`src/hdl/irpd_pkg.sv`:
```
// Shared types, constants and helpers of the IR remote pulse decoder.
// No dependencies; imported by every module of the block.
`default_nettype none

package irpd_pkg;

    // Frame buffer capacity
    localparam int FRAME_CAPACITY_DEF = 128;

    // Field widths
    localparam int DUR_W    = 20;
    localparam int VAL_W    = 16;
    localparam int MINP_W   = 8;
    localparam int PCNT_W   = 8;
    localparam int CFG_IDX_W = 1;

    localparam logic [VAL_W-1:0] VAL_MAX = '1;

    // Register indexes on the configuration port
    typedef enum logic [CFG_IDX_W-1:0] {
        CFG_GAP_LIMIT  = 1'b0,
        CFG_MIN_PULSES = 1'b1
    } cfg_index_t;

    localparam logic [DUR_W-1:0]  GAP_LIMIT_RST  = 20'd100000;
    localparam logic [MINP_W-1:0] MIN_PULSES_RST = 8'd10;

    // Protocol codes
    typedef enum logic [1:0] {
        PROTO_NEC  = 2'd0,
        PROTO_SONY = 2'd1,
        PROTO_RC5  = 2'd2
    } proto_t;

    // Header windows
    localparam logic [VAL_W-1:0] NEC_HDR_MARK_LO  = 16'd8000;
    localparam logic [VAL_W-1:0] NEC_HDR_MARK_HI  = 16'd10000;
    localparam logic [VAL_W-1:0] NEC_HDR_SPACE_LO = 16'd4000;
    localparam logic [VAL_W-1:0] NEC_HDR_SPACE_HI = 16'd5000;
    localparam logic [VAL_W-1:0] SONY_HDR_MARK_LO  = 16'd2000;
    localparam logic [VAL_W-1:0] SONY_HDR_MARK_HI  = 16'd2800;
    localparam logic [VAL_W-1:0] SONY_HDR_SPACE_LO = 16'd400;
    localparam logic [VAL_W-1:0] SONY_HDR_SPACE_HI = 16'd800;
    localparam logic [VAL_W-1:0] RC5_LO = 16'd700;
    localparam logic [VAL_W-1:0] RC5_HI = 16'd1000;

    // Data pair windows
    localparam logic [VAL_W-1:0] NEC_MARK_LO    = 16'd500;
    localparam logic [VAL_W-1:0] NEC_MARK_HI    = 16'd700;
    localparam logic [VAL_W-1:0] NEC_ONE_SPACE  = 16'd1600;
    localparam logic [VAL_W-1:0] NEC_ZERO_SPACE = 16'd500;
    localparam logic [VAL_W-1:0] SONY_MARK_LO    = 16'd1000;
    localparam logic [VAL_W-1:0] SONY_MARK_HI    = 16'd1400;
    localparam logic [VAL_W-1:0] SONY_ONE_SPACE  = 16'd1200;
    localparam logic [VAL_W-1:0] SONY_ZERO_SPACE = 16'd400;
    localparam logic [VAL_W-1:0] RC5_ONE_MARK    = 16'd800;

    // Minimum frame lengths
    localparam int NEC_MIN_LEN  = 68;
    localparam int SONY_MIN_LEN = 24;
    localparam int RC5_MIN_LEN  = 28;

    // Code register widths
    localparam int NEC_BITS_W  = 32;
    localparam int SONY_BITS_W = 16;
    localparam int RC5_BITS_W  = 11;

    // One classified duration travelling from front to back
    typedef struct packed {
        logic             is_gap;
        logic [VAL_W-1:0] value;
    } irpd_entry_t;

    // One result item
    typedef struct packed {
        logic              decoded;
        logic [1:0]        protocol;
        logic [15:0]       address;
        logic [15:0]       command;
        logic              repeat_res;
        logic [PCNT_W-1:0] pulse_count;
    } irpd_result_t;

    function automatic logic in_window(
        input logic [VAL_W-1:0] v,
        input logic [VAL_W-1:0] lo,
        input logic [VAL_W-1:0] hi
    );
        return (v >= lo) && (v <= hi);
    endfunction

endpackage

`default_nettype wire

```
`src/hdl/ir_remote_pulse_decoder_top.sv`:
```
// Top level of the IR remote pulse decoder: configuration registers and wiring.
// Depends on irpd_pkg, irpd_front, irpd_queue and irpd_back.
`default_nettype none

// Channel   Signals                                  Handshake
// -------   --------------------------------------   ---------------------
// input     duration_us                              in_valid / in_ready
// output    decoded protocol address command         out_valid / out_ready
//           repeat_res pulse_count
// config    cfg_index cfg_wdata                      cfg_we (no wait)
//
// One duration per cycle sustained while out_ready stays high; a result is presented
// after its input transfer passes through the queue (entry written on transfer)
// and then the checker update registered into the result register.
// The back end takes one queue entry per cycle while out_ready is high, so the front never fills the
// two-entry queue unless out_ready is held low.
// Reset clears the frame state, the queue and the output valid flag, and loads
// gap limit 100000 us and minimum pulse count 10. No clearing pass is needed.
// While out_ready is low the result register holds, the queue fills, then
// in_ready drops.

module ir_remote_pulse_decoder_top #(
    parameter int FRAME_CAPACITY = irpd_pkg::FRAME_CAPACITY_DEF
) (
    input  wire logic                            clk,
    input  wire logic                            rst_n,
    // input channel
    input  wire logic                            in_valid,
    output logic                                 in_ready,
    input  wire logic [irpd_pkg::DUR_W-1:0]      duration_us,
    // output channel
    output logic                                 out_valid,
    input  wire logic                            out_ready,
    output logic                                 decoded,
    output logic [1:0]                           protocol,
    output logic [15:0]                          address,
    output logic [15:0]                          command,
    output logic                                 repeat_res,
    output logic [irpd_pkg::PCNT_W-1:0]          pulse_count,
    // configuration port
    input  wire logic                            cfg_we,
    input  wire logic [irpd_pkg::CFG_IDX_W-1:0]  cfg_index,
    input  wire logic [irpd_pkg::DUR_W-1:0]      cfg_wdata
);
    import irpd_pkg::*;

    logic [DUR_W-1:0]  gap_limit_reg;
    logic [MINP_W-1:0] min_pulses_reg;

    logic         push;
    irpd_entry_t  push_entry;
    logic         q_full;
    logic         q_valid;
    irpd_entry_t  q_head;
    logic         pop;
    irpd_result_t result;

    // Configuration registers: the user must write them only while the block is idle; the block does not enforce it
    always_ff @(posedge clk or negedge rst_n)
    begin
        if (!rst_n)
        begin
            gap_limit_reg  <= GAP_LIMIT_RST;
            min_pulses_reg <= MIN_PULSES_RST;
        end
        else if (cfg_we)
        begin
            unique case (cfg_index_t'(cfg_index))
                CFG_GAP_LIMIT:  gap_limit_reg  <= cfg_wdata;
                CFG_MIN_PULSES: min_pulses_reg <= cfg_wdata[MINP_W-1:0];
            endcase
        end
    end

    // Front: classify each transfer as gap or stored duration
    irpd_front u_front (
        .in_valid    (in_valid),
        .in_ready    (in_ready),
        .duration_us (duration_us),
        .gap_limit   (gap_limit_reg),
        .q_full      (q_full),
        .push        (push),
        .entry       (push_entry)
    );

    // Decouple front and back so each side can stall on its own
    irpd_queue u_queue (
        .clk        (clk),
        .rst_n      (rst_n),
        .push       (push),
        .push_entry (push_entry),
        .pop        (pop),
        .full       (q_full),
        .not_empty  (q_valid),
        .head       (q_head)
    );

    // Back: advance the frame and the checkers, register the result
    irpd_back #(
        .FRAME_CAPACITY (FRAME_CAPACITY)
    ) u_back (
        .clk        (clk),
        .rst_n      (rst_n),
        .q_valid    (q_valid),
        .q_head     (q_head),
        .pop        (pop),
        .min_pulses (min_pulses_reg),
        .out_valid  (out_valid),
        .out_ready  (out_ready),
        .result     (result)
    );

    // Unpack the result onto its own ports
    assign decoded     = result.decoded;
    assign protocol    = result.protocol;
    assign address     = result.address;
    assign command     = result.command;
    assign repeat_res  = result.repeat_res;
    assign pulse_count = result.pulse_count;

endmodule

`default_nettype wire

```
`src/hdl/irpd_front.sv`:
```
// Front end: accepts durations, flags gaps and saturates to 16 bits.
// Depends on irpd_pkg.
`default_nettype none

module irpd_front (
    input  wire logic                        in_valid,
    output logic                             in_ready,
    input  wire logic [irpd_pkg::DUR_W-1:0]  duration_us,
    input  wire logic [irpd_pkg::DUR_W-1:0]  gap_limit,
    input  wire logic                        q_full,
    output logic                             push,
    output irpd_pkg::irpd_entry_t            entry
);
    import irpd_pkg::*;

    assign in_ready = !q_full;
    assign push     = in_valid && !q_full;

    always_comb
    begin
        entry.is_gap = (duration_us > gap_limit);
        if (duration_us > DUR_W'(VAL_MAX))
        begin
            entry.value = VAL_MAX;
        end
        else
        begin
            entry.value = duration_us[VAL_W-1:0];
        end
    end

endmodule

`default_nettype wire

```
`src/hdl/irpd_queue.sv`:
```
// Short FIFO between front and back end of the decoder.
// Depends on irpd_pkg.
`default_nettype none

module irpd_queue (
    input  wire logic                  clk,
    input  wire logic                  rst_n,
    input  wire logic                  push,
    input  wire irpd_pkg::irpd_entry_t push_entry,
    input  wire logic                  pop,
    output logic                       full,
    output logic                       not_empty,
    output irpd_pkg::irpd_entry_t      head
);
    import irpd_pkg::*;

    localparam int DEPTH = 2;
    localparam int PTR_W = $clog2(DEPTH);
    localparam int CNT_W = $clog2(DEPTH + 1);

    irpd_entry_t            mem [DEPTH];
    logic [PTR_W-1:0]       wr_ptr_reg, wr_ptr_next;
    logic [PTR_W-1:0]       rd_ptr_reg, rd_ptr_next;
    logic [CNT_W-1:0]       count_reg, count_next;

    function automatic logic [PTR_W-1:0] ptr_inc(input logic [PTR_W-1:0] p);
        if (p == PTR_W'(DEPTH - 1))
        begin
            return '0;
        end
        return p + 1'b1;
    endfunction

    assign full      = (count_reg == CNT_W'(DEPTH));
    assign not_empty = (count_reg != '0);
    assign head      = mem[rd_ptr_reg];

    always_comb
    begin
        wr_ptr_next = push ? ptr_inc(wr_ptr_reg) : wr_ptr_reg;
        rd_ptr_next = pop  ? ptr_inc(rd_ptr_reg) : rd_ptr_reg;
        count_next  = count_reg;
        if (push && !pop)
        begin
            count_next = count_reg + 1'b1;
        end
        else if (pop && !push)
        begin
            count_next = count_reg - 1'b1;
        end
    end

    always_ff @(posedge clk)
    begin
        if (push)
        begin
            mem[wr_ptr_reg] <= push_entry;
        end
    end

    always_ff @(posedge clk or negedge rst_n)
    begin
        if (!rst_n)
        begin
            wr_ptr_reg <= '0;
            rd_ptr_reg <= '0;
            count_reg  <= '0;
        end
        else
        begin
            wr_ptr_reg <= wr_ptr_next;
            rd_ptr_reg <= rd_ptr_next;
            count_reg  <= count_next;
        end
    end

    a_no_overflow: assert property (@(posedge clk) disable iff (!rst_n)
        count_reg <= CNT_W'(DEPTH))
        else $error("queue count above depth");

    a_no_underflow: assert property (@(posedge clk) disable iff (!rst_n)
        pop |-> not_empty)
        else $error("pop from empty queue");

    a_push_counts: assert property (@(posedge clk) disable iff (!rst_n)
        (push && !pop) |=> (count_reg == $past(count_reg) + 1'b1))
        else $error("push not counted");

endmodule

`default_nettype wire

```
`src/hdl/irpd_back.sv`:
```
// Back end: frame state, the three protocol checkers and the result register.
// Depends on irpd_pkg.
`default_nettype none

module irpd_back #(
    parameter int FRAME_CAPACITY = irpd_pkg::FRAME_CAPACITY_DEF
) (
    input  wire logic                         clk,
    input  wire logic                         rst_n,
    input  wire logic                         q_valid,
    input  wire irpd_pkg::irpd_entry_t        q_head,
    output logic                              pop,
    input  wire logic [irpd_pkg::MINP_W-1:0]  min_pulses,
    output logic                              out_valid,
    input  wire logic                         out_ready,
    output irpd_pkg::irpd_result_t            result
);
    import irpd_pkg::*;

    localparam int CNT_W = $clog2(FRAME_CAPACITY + 1);
    localparam int CMP_W = (CNT_W > MINP_W) ? CNT_W : MINP_W;

    logic [CNT_W-1:0]       count_reg, count_next;
    logic [VAL_W-1:0]       pend_reg, pend_next;
    logic                   nec_alive_reg, nec_alive_next;
    logic                   sony_alive_reg, sony_alive_next;
    logic                   rc5_alive_reg, rc5_alive_next;
    logic [NEC_BITS_W-1:0]  nec_bits_reg, nec_bits_next;
    logic [SONY_BITS_W-1:0] sony_bits_reg, sony_bits_next;
    logic [RC5_BITS_W-1:0]  rc5_bits_reg, rc5_bits_next;
    logic                   out_valid_reg;
    irpd_result_t           result_reg, result_next;
    logic [VAL_W-1:0]       m, s;
    logic                   min_ok;

    // Take an entry whenever the output register is free or being drained
    assign pop       = q_valid && (!out_valid_reg || out_ready);
    assign out_valid = out_valid_reg;
    assign result    = result_reg;
    assign m         = pend_reg;
    assign s         = q_head.value;

    always_comb
    begin
        count_next      = count_reg;
        pend_next       = pend_reg;
        nec_alive_next  = nec_alive_reg;
        sony_alive_next = sony_alive_reg;
        rc5_alive_next  = rc5_alive_reg;
        nec_bits_next   = nec_bits_reg;
        sony_bits_next  = sony_bits_reg;
        rc5_bits_next   = rc5_bits_reg;
        if (pop)
        begin
            if (q_head.is_gap)
            begin
                count_next      = '0;
                pend_next       = '0;
                nec_alive_next  = 1'b1;
                sony_alive_next = 1'b1;
                rc5_alive_next  = 1'b1;
                nec_bits_next   = '0;
                sony_bits_next  = '0;
                rc5_bits_next   = '0;
            end
            else if (count_reg < CNT_W'(FRAME_CAPACITY))
            begin
                if (count_reg[0])
                begin
                    if (count_reg == CNT_W'(1))
                    begin
                        nec_alive_next = nec_alive_reg
                            && in_window(m, NEC_HDR_MARK_LO, NEC_HDR_MARK_HI)
                            && in_window(s, NEC_HDR_SPACE_LO, NEC_HDR_SPACE_HI);
                        sony_alive_next = sony_alive_reg
                            && in_window(m, SONY_HDR_MARK_LO, SONY_HDR_MARK_HI)
                            && in_window(s, SONY_HDR_SPACE_LO, SONY_HDR_SPACE_HI);
                        rc5_alive_next = rc5_alive_reg
                            && in_window(m, RC5_LO, RC5_HI)
                            && in_window(s, RC5_LO, RC5_HI);
                    end
                    else
                    begin
                        if (nec_alive_reg)
                        begin
                            priority if (!in_window(m, NEC_MARK_LO, NEC_MARK_HI))
                                nec_alive_next = 1'b0;
                            else if (s > NEC_ONE_SPACE)
                                nec_bits_next = {nec_bits_reg[NEC_BITS_W-2:0], 1'b1};
                            else if (s > NEC_ZERO_SPACE)
                                nec_bits_next = {nec_bits_reg[NEC_BITS_W-2:0], 1'b0};
                            else
                                nec_alive_next = 1'b0;
                        end
                        if (sony_alive_reg)
                        begin
                            priority if (!in_window(m, SONY_MARK_LO, SONY_MARK_HI))
                                sony_alive_next = 1'b0;
                            else if (s > SONY_ONE_SPACE)
                                sony_bits_next = {sony_bits_reg[SONY_BITS_W-2:0], 1'b1};
                            else if (s > SONY_ZERO_SPACE)
                                sony_bits_next = {sony_bits_reg[SONY_BITS_W-2:0], 1'b0};
                            else
                                sony_alive_next = 1'b0;
                        end
                        if (rc5_alive_reg)
                        begin
                            if (!in_window(m, RC5_LO, RC5_HI) || !in_window(s, RC5_LO, RC5_HI))
                            begin
                                rc5_alive_next = 1'b0;
                            end
                            else
                            begin
                                rc5_bits_next = {rc5_bits_reg[RC5_BITS_W-2:0],
                                                 (m > RC5_ONE_MARK)};
                            end
                        end
                    end
                end
                else
                begin
                    pend_next = q_head.value;
                end
                count_next = count_reg + 1'b1;
            end
        end
    end

    // Result from the updated frame state
    always_comb
    begin
        min_ok = (CMP_W'(count_next) >= CMP_W'(min_pulses));
        result_next             = '0;
        result_next.pulse_count = PCNT_W'(count_next);
        priority if (min_ok && nec_alive_next && (count_next >= CNT_W'(NEC_MIN_LEN)))
        begin
            result_next.decoded    = 1'b1;
            result_next.protocol   = PROTO_NEC;
            result_next.address    = nec_bits_next[31:16];
            result_next.command    = nec_bits_next[15:0];
            result_next.repeat_res = (nec_bits_next == '1);
        end
        else if (min_ok && sony_alive_next && (count_next >= CNT_W'(SONY_MIN_LEN)))
        begin
            result_next.decoded  = 1'b1;
            result_next.protocol = PROTO_SONY;
            result_next.address  = {8'd0, sony_bits_next[15:8]};
            result_next.command  = {8'd0, sony_bits_next[7:0]};
        end
        else if (min_ok && rc5_alive_next && (count_next >= CNT_W'(RC5_MIN_LEN)))
        begin
            result_next.decoded  = 1'b1;
            result_next.protocol = PROTO_RC5;
            result_next.address  = {11'd0, rc5_bits_next[10:6]};
            result_next.command  = {10'd0, rc5_bits_next[5:0]};
        end
        else
        begin
            result_next.decoded = 1'b0;
        end
    end

    always_ff @(posedge clk)
    begin
        if (pop)
        begin
            result_reg <= result_next;
        end
    end

    always_ff @(posedge clk or negedge rst_n)
    begin
        if (!rst_n)
        begin
            count_reg      <= '0;
            pend_reg       <= '0;
            nec_alive_reg  <= 1'b1;
            sony_alive_reg <= 1'b1;
            rc5_alive_reg  <= 1'b1;
            nec_bits_reg   <= '0;
            sony_bits_reg  <= '0;
            rc5_bits_reg   <= '0;
            out_valid_reg  <= 1'b0;
        end
        else
        begin
            count_reg      <= count_next;
            pend_reg       <= pend_next;
            nec_alive_reg  <= nec_alive_next;
            sony_alive_reg <= sony_alive_next;
            rc5_alive_reg  <= rc5_alive_next;
            nec_bits_reg   <= nec_bits_next;
            sony_bits_reg  <= sony_bits_next;
            rc5_bits_reg   <= rc5_bits_next;
            if (pop)
            begin
                out_valid_reg <= 1'b1;
            end
            else if (out_ready)
            begin
                out_valid_reg <= 1'b0;
            end
        end
    end

    a_count_bounded: assert property (@(posedge clk) disable iff (!rst_n)
        count_reg <= CNT_W'(FRAME_CAPACITY))
        else $error("frame count above capacity");

    a_gap_restarts: assert property (@(posedge clk) disable iff (!rst_n)
        (pop && q_head.is_gap) |=>
            (out_valid_reg && !result_reg.decoded && (count_reg == '0)))
        else $error("gap did not restart the frame");

    a_repeat_nec_only: assert property (@(posedge clk) disable iff (!rst_n)
        (out_valid_reg && result_reg.repeat_res) |->
            (result_reg.decoded && (result_reg.protocol == PROTO_NEC)))
        else $error("repeat flagged outside an NEC match");

    a_pop_holds_slot: assert property (@(posedge clk) disable iff (!rst_n)
        (out_valid_reg && !out_ready) |-> !pop)
        else $error("result overwritten while stalled");

endmodule

`default_nettype wire

```
`config.mk`:
```
export PLATFORM = sky130hd
export DESIGN_NAME = ir_remote_pulse_decoder_top
export DESIGN_NICKNAME = d
export VERILOG_FILES = /design/src/hdl/irpd_pkg.sv /design/src/hdl/ir_remote_pulse_decoder_top.sv /design/src/hdl/irpd_front.sv /design/src/hdl/irpd_queue.sv /design/src/hdl/irpd_back.sv
export SDC_FILE = /design/constraint.sdc
export NUM_CORES = 1
export LEC_CHECK = 0
export ABC_AREA = 1
export BUFFER_PORTS_ARGS = -buffer_cell sky130_fd_sc_hd__buf_2
export CAP_MARGIN = 0
export CORE_UTILIZATION = 31
export CTS_CLUSTER_SIZE = 20
export DETAILED_ROUTE_END_ITERATION = 6
export GPL_ROUTABILITY_DRIVEN = 0
export SLEW_MARGIN = 0
export SYNTH_ARGS = -nofsm -noshare
export SYNTH_HDL_FRONTEND = slang
export SYNTH_SLANG_ARGS = --single-unit
export TNS_END_PERCENT = 100
```
`constraint.sdc`:
```
create_clock -name clk -period 4.3 [get_ports clk]
set_clock_uncertainty 0.2 [all_clocks]
set_input_delay 0.43 -clock clk [delete_from_list [all_inputs] [get_ports clk]]
set_output_delay 0.43 -clock clk [all_outputs]
set_load 0.05 [all_outputs]
```
==> metrics.md, run 1 <==
| Metric | Value |
|---|---|
| Placed cells | `1832` |
| Syn. warnings | `0` |
| Yosys reg bits | `197` |
| Reg clk slew, reported paths | `0.08 ns` |
| Commonest non-fill, non-tap cell in the layout | `nand2_1` |
| Area of the core | `33530 um^2` |
| Die height | `186.6 um` |
| Overall power | `7963 uW` |
| Leakage | `0.005924 uW` |
| Met1 Resource Use GR | `0.2138` |
| Largest net degree at the start of global routing | `93` |
| Status | `finished, final reports clean` |
| Peak Freq | `262.0 MHz` |
| Most frequent cells in the layout | `nand2_1, inv_1, nor2_1` |
| Slew headroom | `0.2335` |
| CTS buffer count | `17` |
| CTS Root Cell | `clkbuf_16` |
| Max Buffers Root-to-Sink | `2` |
| Initial core utilization | `0.3150` |
| Total die area | `34820 um^2` |
| DRC | `0` |
| Clk_lat worst skew | `0.45 ns` |
| Crit path time final | `3.816 ns` |
| Fin nets | `1481` |
| Setup TNS Final | `0 ns` |
| Number of diodes | `0` |
| Max-slew violation count | `0` |
| Dominant synthesized flop cell | `dfrtp_1` |
| Total grt overflow | `0` |
| Measured slew at the worst slew-check pin | `1.147 ns` |
| DP Area | `11490 um^2` |
| Fin. Hold Viols | `0` |
| WL final | `25.49 mm` |
| DRT iter0 DRCs | `696` |
| DRT Pass-1 Iters | `5` |
| Distinct cells, synth | `49` |
| Post-Syn Area | `10560 um^2` |
| EDFF count, synth | `78` |
| Global-route wire length before repair | `42.79 mm` |
| Synthesized net count | `1394` |
| Worst-path maximum fanout | `14` |
| Mean post-synth cell area | `8.021 um^2` |
| H-tree levels | `4` |
| Crit Reg-Reg Startpoint | `u_back.out_valid` |
| Drt via density | `4.662` |
| Worst Setup End Kind | `flop` |
| Seq/Total Area, Yosys | `0.5049` |
| M3 GR Usage | `0.02520` |
| DIE WIDTH | `186.6 um` |
| Number of fill cells in the layout | `3522` |
| Gr usage total | `0.1514` |
| Busiest grt layer | `met2` |
| Vias | `8695` |
| Area growth syn-to-layout | `14.33%` |
| Async set-or-reset flop fraction in the synthesized netlist | `0.6041` |
| Met2 GRT Util | `0.2387` |
| WP data required | `4.30 ns` |
| Port bufs | `91` |
| Hold Crit Start | `cfg_wdata[16]` |
| Cell Rows | `67` |
| Setup violators final | `0` |
| Initial antenna violation count | `0` |
| Part of the cycle the worst path needs | `0.8875` |
| Gate Count Post-Synth | `1317` |
| DR WL/cell | `13.67 um` |
| I/O pin cnt | `92` |
| CP Launch Point | `u_back.out_valid` |
| PD cells | `659.3 nW/um^2` |
| WS Path Type | `reg -> reg` |
| Post-CTS setup buffer count | `0` |
| FF-to-FF setup slack | `0.48 ns` |
| Share of layout cells above drive strength 1 | `0.1383` |
| RSZ-0062 raised after global routing | `false` |
| Post-route ant nets | `0` |
| Worst Hold Class | `in -> reg` |
| Detailed placer's ending HPWL | `18.21 mm` |
| Max reg flops | `44` |
| Fin area | `12080 um^2` |
| Fin cells | `1865` |
| Crit path DAT | `3.81 ns` |
| Vias in the first global route | `8428` |
| Max IR drop VDD | `293.7 uV` |
| CTS tree | `done` |
| Startpoint types | `flop` |
| Clock sink count | `197` |
| Max-Cap Viols | `0` |
[critical path, cell delays in order (launching register included)]
cell and delay, ns:
dfrtp_1 0.38, nand2_1 0.14, o21ai_4 0.12, nor2_1 0.24
nand2_1 0.12, nor2_1 0.17, inv_1 0.09, o21ai_0 0.16
nand3_1 0.10, inv_1 0.15, ha_1 0.25, nand2_1 0.06
nor2_1 0.05, nand2_1 0.06, o211ai_1 0.10, a41oi_2 0.26
nor2_1 0.09, nand2_1 0.11, buf_4 0.20, inv_1 0.22
nand2_1 0.14, nand2_1 0.06, inv_1 0.05, nand2_1 0.05
[cell type report]
cell class | instances | area [um^2] | share of cell area
flip-flops and latches | 197 | 5334 | 0.4416
well taps | 448 | 560.5 | 0.04641
clock inverters | 14 | 137.6 | 0.01140
clock buffers | 18 | 429.2 | 0.03553
repair buffers | 107 | 593.1 | 0.04910
inverters | 222 | 838.3 | 0.06941
multi-input cells | 859 | 4185 | 0.3465
[power by group]
part           total, uW  internal (uW)  switching, uW
clock               1560            772            784
combinational       3520            879           2640
sequential          2890           2600            291
[stage by stage]
step	setup slack, ns	util	hold WS, ns
after floorplan	0.5747	-	-0.06559
final	0.4835	0.3602	0.02871
after global placement	0.4088	0.3428	0.1755
after global routing	0.02967	0.3602	0.02648
after detailed placement	0.2994	0.3428	0.1764
after CTS	0.4285	0.3600	0.01723
[per-layer routing]
metal	vias up	wire, um
met5	-	0
met4	0	369
met3	30	1169
met2	236	11350
met1	4043	12610
li1	4386	-
[cell usage after synthesis, types with 3 or more instances]
master	count	area (um^2)
nor2_1	125	469.2
nand4_1	12	75.07
clkbuf_1	17	63.81
nor2_2	5	31.28
edfxtp_1	78	2342
nand3_1	92	460.4
nand3_2	3	30.03
a211oi_1	3	22.52
inv_2	6	22.52
o21ai_1	10	50.05
nand2_1	359	1348
o21ai_0	90	450.4
inv_1	209	784.5
nor4_1	5	31.28
buf_4	4	30.03
dfrtp_1	108	2703
dfstp_2	11	289.0
nor3_1	13	65.06
a21oi_1	54	270.3
nand2_2	11	68.82
buf_6	4	45.04
o211ai_1	3	22.52
or2_2	3	18.77
o22ai_1	10	62.56
nand2_4	6	67.56
clkinv_1	5	18.77
buf_2	10	50.05
ha_1	31	387.9
[what timing repair did]
item	CTS	global route
hold buffers	1	0
setup endpoints to repair	0	11
endpoints found under the hold margin	20	0
gates resized for setup	0	1
[path summary, 6_finish.rpt]
path	endpoint	cells past startpoint
setup / recovery	u_back.result[27]	23
hold / removal	gap_limit_reg[16]	3
setup reg to reg	u_back.result[27]	23
hold reg to reg	gap_limit_reg[16]	2
max in group asynchronous	u_back.nec_alive_reg	3
min in group asynchronous	gap_limit_reg[17]	2
[cell families after synthesis]
family,count (synthesis),share of synthesized area
AND/OR/NAND/NOR,640,0.2589
buffers and inverters,261,0.1009
adder cells (fa/ha/maj),31,0.03672
AO/OA/AOI/OAI,183,0.09428
XOR/XNOR,4,0.003317
flip-flops,197,0.5049
multiplexers,1,0.0009476
Power figures use the tool's default switching activity.
==> run 2: changes to the inputs <==
ABC_AREA = unset   (was 1)
ABC_CLOCK_PERIOD_IN_PS = 4300   (was unset)
PLACE_DENSITY = 0.55   (was unset)
==> run 2 against run 1 <==
  * The run now ends with design-rule violations left
  * Power shrank 18%
  * Synthesized cell count decreased by 33%
  * Final area down 4.8%
  * Clock power increased by 3%
  * Routed wire length down 5.3%
  * Worst hold slack got worse by 0.0028 ns
  * Register-to-register slack worse by 0.16 ns
  * Count of clock-buffer cells in the layout rose by 3
  * Cell count fell by 24%
  * Sequential share of layout area grew 2.2 points
  * Critical endpoint is now u_back.result[29]
==> metrics.md, run 2 <==
| Metric | Value |
|---|---|
| Setup violators final | `0` |
| WP data required | `4.28 ns` |
| Slew headroom | `0.3905` |
| CP Launch Point | `u_queue.rd_ptr_reg` |
| RSZ-0062 raised after global routing | `false` |
| Crit path DAT | `3.95 ns` |
| Area contributors post-synth | `dfrtp_1, edfxtp_1, ha_1, nand2_1, o21ai_0` |
| Compound-Gate Fraction of Synth Area | `0.1814` |
| Worst Hold Class | `in -> reg` |
| Gate Count Post-Synth | `883` |
| Largest family of logic cells by synthesized area | `compound AO/OA/AOI/OAI gates` |
| Measured slew at the worst slew-check pin | `0.8912 ns` |
| Clk_lat worst skew | `0.45 ns` |
| H-tree levels | `4` |
| DRT iter0 DRCs | `599` |
| Reg clk slew, reported paths | `0.07 ns` |
| Global-route wire length before repair | `38.74 mm` |
| Port bufs | `91` |
| Max IR drop VDD | `318.0 uV` |
| Gr usage total | `0.1563` |
| Crit Reg-Reg Startpoint | `u_queue.rd_ptr_reg` |
| Logic pwr share | `0.349` |
| Clock power frac | `0.246` |
| CTS buffer count | `17` |
| Yosys reg bits | `197` |
| Mux cell area share after synthesis | `0.03165` |
| WL final | `24.13 mm` |
| Largest net degree at the start of global routing | `62` |
| CTS tree | `done` |
| Final core utilization | `0.3739` |
| Number of gates resized after cts | `0` |
| Number of fill cells in the layout | `3038` |
| Post-route ant nets | `0` |
| Post-Syn Area | `9724 um^2` |
| Detailed placer's ending HPWL | `17.46 mm` |
| Simple-gate area share of the yosys netlist | `0.1490` |
| FF-to-FF setup slack | `0.33 ns` |
| Share of Yosys cell area claimed by the top area cell type | `0.2779` |
| Initial core utilization | `0.3162` |
| Share of layout cells above drive strength 1 | `0.1915` |
| Critical Path End | `u_back.result[29]` |
| DR WL/cell | `17.13 um` |
| Clock sink count | `197` |
| Vias | `7188` |
| Max-Cap Viols | `0` |
| Peak Freq | `251.8 MHz` |
| Synth cell count leaders | `dfrtp_1, nand2_1, edfxtp_1, inv_1, o21ai_0` |
| XOR/XNOR share of the synthesized area | `0.005404` |
| Leakage | `0.004866 uW` |
| Commonest non-fill, non-tap cell in the layout | `dfrtp_1` |
| Cell taking the most area after synthesis | `dfrtp_1` |
| Total grt overflow | `0` |
| Synthesized net count | `960` |
| Failing checks | `design-rule violations` |
| PD cells | `570.2 nW/um^2` |
| Area of the core | `30750 um^2` |
| Status | `complete, but fails checks` |
| WS Path Type | `reg -> reg` |
| Die height | `179.1 um` |
| Fin nets | `1077` |
| Place WS | `0.3287 ns` |
| Distinct cells, synth | `81` |
| Max-slew violation count | `0` |
| Placed cells | `1360` |
| Part of the cycle the worst path needs | `0.9236` |
| Fin cells | `1409` |
| Initial antenna violation count | `0` |
| I/O pin cnt | `92` |
| Number of diodes | `0` |
| Async set-or-reset flop fraction in the synthesized netlist | `0.6041` |
| Mean post-synth cell area | `11.01 um^2` |
| Most frequent cells in the layout | `dfrtp_1, nand2_1, buf_2` |
| Setup TNS Final | `0 ns` |
| Fin. Hold Viols | `0` |
| Setup ws final | `0.3285 ns` |
| Max reg flops | `44` |
| Dominant synthesized flop cell | `dfrtp_1` |
| Reg power frac | `0.405` |
| Met2 GRT Util | `0.2407` |
| DRT Pass-1 Iters | `7` |
| Adder-Cell Fraction of Synth Area | `0.03989` |
| Vias in the first global route | `7035` |
| Worst-path maximum fanout | `48` |
| Syn. warnings | `0` |
| DRC | `12` |
| M3 GR Usage | `0.02735` |
| Startpoint types | `flop` |
| CTS Root Cell | `clkbuf_16` |
| Fin area | `11500 um^2` |
| Busiest grt layer | `met2` |
| Met1 Resource Use GR | `0.2193` |
| End of the worst register-to-register path | `u_back.result[29]` |
| Seq/Total Area, Yosys | `0.5485` |
| Crit path time final | `3.972 ns` |
| DIE WIDTH | `179.1 um` |
| Total die area | `32080 um^2` |
| Internal power | `3923 uW` |
| Drt via density | `5.101` |
| Area growth syn-to-layout | `18.23%` |
| Reg2Reg Depth | `9` |
| Sw Ratio | `0.4017` |
| Max Buffers Root-to-Sink | `2` |
| Worst Setup End Kind | `flop` |
| Top-count cell post-synth | `dfrtp_1` |
| Psw | `2633 uW` |
| DP Area | `10740 um^2` |
| Cell Rows | `64` |
| EDFF count, synth | `78` |
==> run 2: cell count changes after synthesis, moves of 31 or more <==
cell / previous run / this run
nor2_1: 125 / 28
o21ai_0: 90 / 58
inv_1: 209 / 62
a22o_1: 0 / 31
nand3_1: 92 / 27
nand2_1: 359 / 97
a21oi_1: 54 / 22
==> run 2: metal layers <==
| layer | up-vias | share of wire |
|---|---|---|
| li1 | 3504 | - |
| met1 | 3442 | 0.48 |
| met2 | 208 | 0.45 |
| met3 | 34 | 0.042 |
| met4 | 0 | 0.021 |
| met5 | - | 0 |
==> run 2: cell families after synthesis <==
family / Yosys count
AOI/OAI and AO/OA: 242
xor gates and xnor gates: 6
adders and majority gates: 31
buffers and inverters: 103
DFF: 197
muxes: 29
and+or+nand+nor: 275
==> run 2: what timing repair did <==
item,4_1_cts,5_1_grt
endpoints found under the setup margin,0,10
endpoints found under the hold margin,63,0
hold buffers,16,0
setup buffers,0,1
==> run 2: how the worst min path moves through the flow <==
stage | start | cells after the start | to | slack [ns]
finish | cfg_wdata[1] | 3 | gap_limit_reg[1] | 0.03
global route | cfg_wdata[0] | 2 | gap_limit_reg[0] | 0.01
CTS | cfg_wdata[0] | 2 | gap_limit_reg[0] | 0.01
detailed placement | u_queue.wr_ptr_reg | 1 | u_queue.wr_ptr_reg | 0.29
global placement | u_queue.wr_ptr_reg | 1 | u_queue.wr_ptr_reg | 0.28
floorplan | rst_n | 0 | gap_limit_reg[0] | -0.07
==> run 2: area by class of cell <==
type / instances / area (um^2) / share of cell area
clock buffer: 21 / 471.7 / 0.04103
clock inverter: 11 / 110.1 / 0.009577
inverter: 62 / 232.7 / 0.02024
multi-input combinational: 583 / 3970 / 0.3453
sequential: 197 / 5334 / 0.4639
tap: 396 / 495.5 / 0.04309
timing repair buffer: 139 / 883.3 / 0.07683
==> run 2: stage by stage <==
stage / hold WS, ns / total power, uW
after global routing: 0.01465 / 6915
after global placement: 0.2758 / 4955
after CTS: 0.01387 / 6599
after detailed placement: 0.2860 / 4961
after floorplan: -0.06559 / 4311
final: 0.02589 / 6556
==> run 2: worst max-delay path, stage by stage (launching register included) <==
cell       delay (ns)
dfrtp_1          0.47
buf_12           0.26
mux2i_1          0.46
nand4_1          0.17
a2111oi_0        0.77
nand4_1          0.29
o21ai_0          0.23
nand2_1          0.26
a22oi_1          0.41
o211ai_1         0.15
==> run 2: power groups by stage <==
stage	sequential [uW]	combinational (uW)	clock [uW]
2_1_floorplan	3080	1230	0
3_3_place_gp	2690	2260	0
3_5_place_dp	2690	2270	0
4_1_cts	2650	2290	1650
5_1_grt	2700	2500	1720
6_report	2650	2290	1610
